===== config.mk =====
export PLATFORM = sky130hd
export DESIGN_NAME = stepper_position_controller_top
export DESIGN_NICKNAME = d
export VERILOG_FILES = /design/src/rtl/spc_pkg.sv /design/src/rtl/stepper_position_controller_top.sv
export SDC_FILE = /design/constraint.sdc
export NUM_CORES = 1
export LEC_CHECK = 0
export ABC_AREA = 0
export BUFFER_PORTS_ARGS = -buffer_cell sky130_fd_sc_hd__buf_4
export CAP_MARGIN = 0
export CORE_MARGIN = 8
export CORE_UTILIZATION = 51
export DETAILED_ROUTE_END_ITERATION = 8
export PLACE_DENSITY = 0.76
export SLEW_MARGIN = 25
export SYNTH_ARGS = -nofsm -noshare
export SYNTH_HDL_FRONTEND = slang
export SYNTH_SLANG_ARGS = --single-unit
export TNS_END_PERCENT = 30

===== constraint.sdc =====
create_clock -name clock -period 10.1 [get_ports clock]
set_input_delay 1.515 -clock clock [delete_from_list [all_inputs] [get_ports clock]]
set_output_delay 1.515 -clock clock [all_outputs]
set_load 0.005 [all_outputs]

===== src/rtl/spc_pkg.sv =====
// shared types and constants for the stepper position controller
package spc_pkg;

   localparam int unsigned ANGLE_W = 8;
   localparam int unsigned STEP_W  = 12;
   localparam int unsigned DELAY_W = 16;
   localparam int unsigned COIL_W  = 4;
   localparam int unsigned CSR_W   = 16;
   localparam int unsigned CSR_IDX_W = 2;

   // angle offset to zero base, step scale 1667/100 = 16 + 67/100
   localparam logic signed [ANGLE_W-1:0] ANGLE_MIN = -8'sd100;
   localparam logic signed [ANGLE_W-1:0] ANGLE_MAX = 8'sd100;
   localparam logic [ANGLE_W:0]           ANGLE_OFS = 9'd100;
   localparam logic [13:0]                FRAC_MUL  = 14'd67;
   localparam logic [12:0]                RECIP_100 = 13'd5243;
   localparam int unsigned                RECIP_SH  = 19;
   localparam logic [STEP_W-1:0]          STEP_OFS  = 12'd1667;
   localparam logic signed [STEP_W-1:0]   STEP_MIN  = -12'sd1667;
   localparam logic signed [STEP_W-1:0]   STEP_MAX  = 12'sd1667;

   localparam logic [DELAY_W-1:0] DELAY_RESET = 16'd1000;
   localparam logic [CSR_W-1:0]   FWD_RESET   = 16'h8421;
   localparam logic [CSR_W-1:0]   REV_RESET   = 16'h1248;

   localparam logic FUNC_TICK = 1'b0;
   localparam logic FUNC_MOVE = 1'b1;

   typedef enum logic [CSR_IDX_W-1:0] {
      CSR_STEP_DELAY = 2'd0,
      CSR_FWD_PAT    = 2'd1,
      CSR_REV_PAT    = 2'd2
   } csr_idx_type;

   typedef struct packed {
      logic                      func;
      logic signed [ANGLE_W-1:0] move_angle;
   } req_type;

   typedef struct packed {
      logic [COIL_W-1:0]        coil_drive;
      logic                     drive_update;
      logic                     running;
      logic signed [STEP_W-1:0] target_position;
      logic signed [STEP_W-1:0] current_position;
   } rsp_type;

   function automatic logic [COIL_W-1:0] pick_pattern(input logic [CSR_W-1:0] table_v,
                                                      input logic [1:0] idx);
      logic [COIL_W-1:0] pat;
      case (idx)
         2'd0:    pat = table_v[3:0];
         2'd1:    pat = table_v[7:4];
         2'd2:    pat = table_v[11:8];
         default: pat = table_v[15:12];
      endcase
      return pat;
   endfunction

endpackage


===== src/rtl/stepper_position_controller_top.sv =====
// stepper position controller top level
// One beat in, one beat out. An accepted beat passes two registers before its result is offered:
// an input register holds the clamped angle and its partial product, and the result register then takes
// the updated motor state. A beat can be taken every cycle; the
// throughput is one beat per cycle as long as the result side keeps taking beats, and the input
// stalls only while a held result is not taken and the input register is also full.
module stepper_position_controller_top (
   input  logic                                clock,
   input  logic                                reset,
   input  logic                                req_valid,
   output logic                                req_ready,
   input  spc_pkg::req_type                    req_data,
   output logic                                rsp_valid,
   input  logic                                rsp_ready,
   output spc_pkg::rsp_type                    rsp_data,
   input  logic                                csr_we,
   input  logic [spc_pkg::CSR_IDX_W-1:0]       csr_index,
   input  logic [spc_pkg::CSR_W-1:0]           csr_wdata
);

   // configuration
   logic [spc_pkg::DELAY_W-1:0] step_delay_ff;
   logic [spc_pkg::CSR_W-1:0]   fwd_pat_ff;
   logic [spc_pkg::CSR_W-1:0]   rev_pat_ff;

   // input stage
   logic                        in_valid_ff;
   logic                        in_func_ff;
   logic [spc_pkg::ANGLE_W-1:0] in_ofs_ff;
   logic [13:0]                 in_frac_ff;

   // motor state
   logic signed [spc_pkg::STEP_W-1:0] pos_ff, pos_in;
   logic signed [spc_pkg::STEP_W-1:0] target_ff, target_in;
   logic                              fwd_ff, fwd_in;
   logic                              active_ff, active_in;
   logic [spc_pkg::DELAY_W-1:0]       elapsed_ff, elapsed_in;
   logic [spc_pkg::COIL_W-1:0]        coils_ff, coils_in;
   logic                              update_in;

   // result stage
   logic              rsp_valid_ff;
   spc_pkg::rsp_type  rsp_data_ff;

   logic out_free;
   logic advance;
   logic req_fire;

   // angle clamp and first partial product
   logic signed [spc_pkg::ANGLE_W-1:0] angle_sat;
   logic [spc_pkg::ANGLE_W:0]          ofs_wide;
   logic [spc_pkg::ANGLE_W-1:0]        ofs;
   logic [13:0]                        frac_prod;

   // second stage arithmetic
   logic [26:0]                        recip_prod;
   logic [spc_pkg::STEP_W-1:0]         frac_q;
   logic signed [spc_pkg::STEP_W-1:0]  move_target;
   logic [spc_pkg::DELAY_W-1:0]        elapsed_inc;
   logic signed [spc_pkg::STEP_W:0]    left;
   logic                               steps_left;
   logic [spc_pkg::COIL_W-1:0]         pattern;

   assign out_free  = !rsp_valid_ff || rsp_ready;
   assign advance   = in_valid_ff && out_free;
   assign req_ready = !in_valid_ff || out_free;
   assign req_fire  = req_valid && req_ready;

   always_comb begin
      if (req_data.move_angle < spc_pkg::ANGLE_MIN) begin
         angle_sat = spc_pkg::ANGLE_MIN;
      end else if (req_data.move_angle > spc_pkg::ANGLE_MAX) begin
         angle_sat = spc_pkg::ANGLE_MAX;
      end else begin
         angle_sat = req_data.move_angle;
      end
      ofs_wide  = {angle_sat[spc_pkg::ANGLE_W-1], angle_sat} + spc_pkg::ANGLE_OFS;
      ofs       = ofs_wide[spc_pkg::ANGLE_W-1:0];
      frac_prod = {6'd0, ofs} * spc_pkg::FRAC_MUL;
   end

   always_ff @(posedge clock) begin
      if (reset) begin
         step_delay_ff <= spc_pkg::DELAY_RESET;
         fwd_pat_ff    <= spc_pkg::FWD_RESET;
         rev_pat_ff    <= spc_pkg::REV_RESET;
      end else if (csr_we) begin
         case (spc_pkg::csr_idx_type'(csr_index))
            spc_pkg::CSR_STEP_DELAY: step_delay_ff <= csr_wdata;
            spc_pkg::CSR_FWD_PAT:    fwd_pat_ff    <= csr_wdata;
            spc_pkg::CSR_REV_PAT:    rev_pat_ff    <= csr_wdata;
            default: ;
         endcase
      end
   end

   always_ff @(posedge clock) begin
      if (reset) begin
         in_valid_ff <= 1'b0;
      end else if (req_ready) begin
         in_valid_ff <= req_valid;
      end
   end

   always_ff @(posedge clock) begin
      if (req_fire) begin
         in_func_ff <= req_data.func;
         in_ofs_ff  <= ofs;
         in_frac_ff <= frac_prod;
      end
   end

   always_comb begin
      recip_prod  = {13'd0, in_frac_ff} * {14'd0, spc_pkg::RECIP_100};
      frac_q      = {4'd0, recip_prod[spc_pkg::RECIP_SH +: 8]};
      move_target = $signed({in_ofs_ff, 4'd0} + frac_q - spc_pkg::STEP_OFS);

      elapsed_inc = (elapsed_ff == '1) ? elapsed_ff : elapsed_ff + 16'd1;
      left        = fwd_ff ? ({target_ff[spc_pkg::STEP_W-1], target_ff}
                              - {pos_ff[spc_pkg::STEP_W-1], pos_ff})
                           : ({pos_ff[spc_pkg::STEP_W-1], pos_ff}
                              - {target_ff[spc_pkg::STEP_W-1], target_ff});
      steps_left  = !left[spc_pkg::STEP_W] && (left != '0);
      pattern     = fwd_ff ? spc_pkg::pick_pattern(fwd_pat_ff, left[1:0])
                           : spc_pkg::pick_pattern(rev_pat_ff, left[1:0]);

      pos_in     = pos_ff;
      target_in  = target_ff;
      fwd_in     = fwd_ff;
      active_in  = active_ff;
      elapsed_in = elapsed_ff;
      coils_in   = coils_ff;
      update_in  = 1'b0;

      if (in_func_ff == spc_pkg::FUNC_MOVE) begin
         target_in = move_target;
         fwd_in    = move_target > pos_ff;
         active_in = 1'b1;
      end else begin
         elapsed_in = elapsed_inc;
         if (active_ff && (elapsed_inc >= step_delay_ff)) begin
            update_in = 1'b1;
            if (steps_left) begin
               coils_in   = pattern;
               pos_in     = fwd_ff ? pos_ff + 12'sd1 : pos_ff - 12'sd1;
               elapsed_in = '0;
            end else begin
               coils_in  = '0;
               active_in = 1'b0;
               target_in = '0;
            end
         end
      end
   end

   always_ff @(posedge clock) begin
      if (reset) begin
         pos_ff     <= '0;
         target_ff  <= '0;
         fwd_ff     <= 1'b0;
         active_ff  <= 1'b0;
         elapsed_ff <= '0;
         coils_ff   <= '0;
      end else if (advance) begin
         pos_ff     <= pos_in;
         target_ff  <= target_in;
         fwd_ff     <= fwd_in;
         active_ff  <= active_in;
         elapsed_ff <= elapsed_in;
         coils_ff   <= coils_in;
      end
   end

   always_ff @(posedge clock) begin
      if (reset) begin
         rsp_valid_ff <= 1'b0;
      end else if (out_free) begin
         rsp_valid_ff <= in_valid_ff;
      end
   end

   always_ff @(posedge clock) begin
      if (advance) begin
         rsp_data_ff.coil_drive       <= coils_in;
         rsp_data_ff.drive_update     <= update_in;
         rsp_data_ff.running          <= active_in;
         rsp_data_ff.target_position  <= target_in;
         rsp_data_ff.current_position <= pos_in;
      end
   end

   assign rsp_valid = rsp_valid_ff;
   assign rsp_data  = rsp_data_ff;

`ifndef SYNTH
   // a move beat always reports a running motor
   a_move_runs: assert property (@(posedge clock) disable iff (reset)
      advance && (in_func_ff == spc_pkg::FUNC_MOVE) |=> rsp_valid_ff && rsp_data_ff.running)
      else $error("move beat did not start the motor");

   // an idle motor holds a zero target
   a_idle_target: assert property (@(posedge clock) disable iff (reset)
      !active_ff |-> (target_ff == '0))
      else $error("idle motor with non-zero target");

   // a stop drives all coils low
   a_stop_coils: assert property (@(posedge clock) disable iff (reset)
      rsp_valid_ff && rsp_data_ff.drive_update && !rsp_data_ff.running
      |-> (rsp_data_ff.coil_drive == '0))
      else $error("stop beat left coils driven");

   // position stays within the step range
   a_pos_range: assert property (@(posedge clock) disable iff (reset)
      (pos_ff >= spc_pkg::STEP_MIN) && (pos_ff <= spc_pkg::STEP_MAX))
      else $error("position out of range");
`endif

endmodule

==> metrics.md <==
| Metric | Value |
|---|---|
| Starting density of the core | 0.519 |
| Synth top area cells | ha_1, dfxtp_1, edfxtp_1, fa_1, inv_1 |
| Delay of the slowest cell on the worst path | 0.59 ns |
| Highest Clock Rate | 122 MHz |
| Synthesized netlist cell count | 1,370 |
| Min Clock Period, post-route | 8.23 ns |
| Critical Setup Path Class | reg2reg |
| Clock insertion delay at the later pin of the skew report | 0.43 ns |
| TritonCTS Buffers | 17 |
| Via count of the first global-routing pass | 9,791 |
| Number of iterations in the first detailed-routing pass | 5 |
| PostCTS Resize Cnt | 0 |
| Initial antenna violation count | 0 |
| Clock-pin slew reported for the worst setup and hold paths after clock tree synthesis | 0.07 ns |
| HPWL after detailed placement | 22.1 mm |
| Cell Rows | 57 |
| Worst setup slack after placement | 1.90 ns |
| Clock sink total | 148 |
| Number of synthesized flops with an enable pin | 52 |
| WL per Instance | 16.1 microns |
| Total standard cell area after synthesis | 0.0126 sq mm |
| Reported max-cap violation count | 0 |
| Critical path startpoint category | flip-flop |
| Data required time of the critical path | 10.43 ns |
| Slew at the pin closest to its max-slew limit | 1.04 ns |
| Synth top area share | 0.197 |
| Type of element capturing the critical path | flip-flop |
| Critical-path maximum fanout | 7 |
| Total Routed Length | 28.3 mm |
| Tcrit/Tclk final | 0.814 |
| Area added between synthesis and finish | 10.8% |
| Outcome | finished clean |
| Proportion of layout cells with a drive suffix above 1 | 0.0978 |
| Overall die width | 173 microns |
| Area inside the core boundary | 0.0242 sq mm |
| Average size of a mapped cell | 9.18 sq um |
| Final setup fails | 0 |
| Port Buf Inserts | 63 |
| Seq/Total Area, Yosys | 0.277 |
| Drt drc | 0 |
| Global placer's final weighted congestion | 0.884 |
| Slew HR | 0.308 |
| Setup ws final | 1.87 ns |
| Worst Clk Skew | 0.0118 ns |
| Wire length of the first global-routing pass | 47.0 mm |
| Number of hold-slack violations in the final timing report | 0 |
| Worst path slowest cell | edfxtp_1 |
| Setup repair after global routing missed its margin | false |
| Largest net degree at the start of global routing | 80 |
| Top Ports | 64 |
| Cell variety after synth | 73 |
| Setup tns final | 0 ns |
| Placement-stage cell area | 0.0134 sq mm |
| Inst Count DP | 1,723 |
| Total via count after detailed routing | 9,799 |
| Slack of the worst reg-to-reg path | 1.87 ns |
| Final Slew Violations | 0 |
| Commonest register cell after synthesis | dfxtp_1 |
| Post-synthesis cell type with the largest combined area | ha_1 |
| Endpoint arrival time on the critical path | 8.55 ns |
| Library cell used as clock root buffer | clkbuf_16 |
| CTS tree | done |
| Most used cell, CP | ha_1 |
| Final standard cell count with taps included and fillers excluded | 1,755 |
| Post-CTS repair timing setup buffer count | 0 |
| Kind of path behind the tightest hold check | reg2reg |
| Maximum level of the CTS H-tree | 4 |
| DRC marker count from the first detailed-route iteration | 674 |
| Average vias per placed instance | 5.58 |
| Number of nets in the synthesized netlist | 1,667 |
| Share of flip-flops with an asynchronous set or reset after synthesis | 0 |
| Clock tree buffer depth | 2 |
| Syn. warnings | 0 |
| Finished Cell Area | 0.0139 sq mm |
| Gr usage total | 0.187 |
| Synthesized flop and latch total | 148 |
| Vertical die dimension | 173 microns |
| Grt ovf | 0 |
| Number of antenna cells inserted | 0 |
| NumNets Final | 1,715 |
| Total die area | 0.0299 sq mm |
| DRT antenna net count | 0 |
| Hold-fix buffers, CTS | 0 |
==> layer usage <==
| metal | wire length [microns] | vias to the layer above | GRT usage |
|---|---|---|---|
| li1 | - | 4827 | - |
| met1 | 12800 | 4710 | 0.239 |
| met2 | 13700 | 228 | 0.322 |
| met3 | 1410 | 34 | 0.0309 |
| met4 | 447 | 0 | 0.0532 |
| met5 | 0 | - | 0 |
==> cell usage after synthesis (9+ instances only) <==
cell	count
nor2_1	46
xor2_1	17
nand2_1	176
edfxtp_1	52
nand4_1	13
fa_1	67
a21oi_1	114
nand3_1	39
nor2b_1	9
and3_1	12
o21a_1	11
a22o_1	12
dfxtp_1	96
nand2b_1	10
clkbuf_1	33
o21ai_0	56
xnor2_1	34
and2_1	10
inv_1	190
a211oi_1	14
o211ai_1	9
ha_1	198
a21o_1	25
mux2i_1	11
==> placed cells by master, fill, tap and decap left out, types with 4 or more instances in the layout <==
| cell type | n |
|---|---|
| o31ai_1 | 4 |
| o21ai_0 | 56 |
| a22o_1 | 12 |
| a21o_1 | 25 |
| nand3_1 | 39 |
| xor2_1 | 17 |
| xnor2_1 | 34 |
| edfxtp_1 | 52 |
| o21a_1 | 11 |
| a211o_1 | 4 |
| clkbuf_16 | 18 |
| inv_1 | 190 |
| a21oi_1 | 114 |
| nor4_1 | 4 |
| ha_1 | 198 |
| nor2b_1 | 9 |
| o211ai_1 | 9 |
| nand2_1 | 176 |
| nand2b_1 | 10 |
| and2_1 | 10 |
| buf_4 | 69 |
| mux2i_1 | 11 |
| a211oi_1 | 14 |
| nor4b_1 | 5 |
| mux4_2 | 8 |
| a31oi_1 | 4 |
| inv_8 | 5 |
| and4_1 | 6 |
| dfxtp_1 | 96 |
| nor2_1 | 44 |
| fa_1 | 67 |
| o21bai_1 | 7 |
| nor3_1 | 6 |
| and3_1 | 12 |
| nand4_1 | 13 |
| mux2_2 | 8 |
==> through the flow <==
stage / hold slack, ns / utilization
after global placement: 0.440 / 0.550
after detailed placement: 0.447 / 0.551
after floorplan: 0.433 / -
after global routing: 0.477 / 0.575
final: 0.454 / 0.575
after CTS: 0.457 / 0.575
==> critical path, delay by kind of cell, from the launching register on <==
kind            cells  cell delay [ns]
simple gates        5             0.98
xor+xnor            2             0.31
buf+inv             4             0.21
compound gates     11             2.44
flops               1             0.59
fa+ha+maj           9             3.61
==> final timing paths <==
path	to	start	cells past startpoint
min	rev_pat_ff[7]	rev_pat_ff[7]	2
max	fwd_ff	in_frac_ff[11]	31
min reg2reg	rev_pat_ff[7]	rev_pat_ff[7]	2
max reg2reg	fwd_ff	in_frac_ff[11]	31
==> kinds of logic (layout without fill, tap and decap cells) <==
group | Yosys count | in the layout | share of synthesized area
xor+xnor | 52 | 52 | 0.0368
flops | 148 | 148 | 0.277
fa+ha+maj | 265 | 265 | 0.304
mux | 28 | 28 | 0.0320
buf+inv | 231 | 292 | 0.0704
compound gates | 294 | 294 | 0.149
simple gates | 352 | 352 | 0.132
==> registers in the layout, summed over array words and instances, names as in the netlist <==
signal,count
rev_pat_ff,16
in_frac_ff,13
coils_ff,4
pos_ff,12
active_ff,1
fwd_pat_ff,16
in_valid_ff,1
rsp_valid,1
elapsed_ff,16
rsp_data,30
in_func_ff,1
step_delay_ff,16
fwd_ff,1
in_ofs_ff,8
target_ff,12
==> area by class of cell <==
type	instances	area (sq um)
clock buffers	19	454
clock inverters	13	130
fillers	2142	10300
inverters	191	717
multi-input cells	991	8230
flip-flops and latches	148	3480
well taps	324	405
repair buffers	69	518
Power is not shown: default switching activity piles up to over one toggle a cycle in this logic, so the estimate is an artifact.
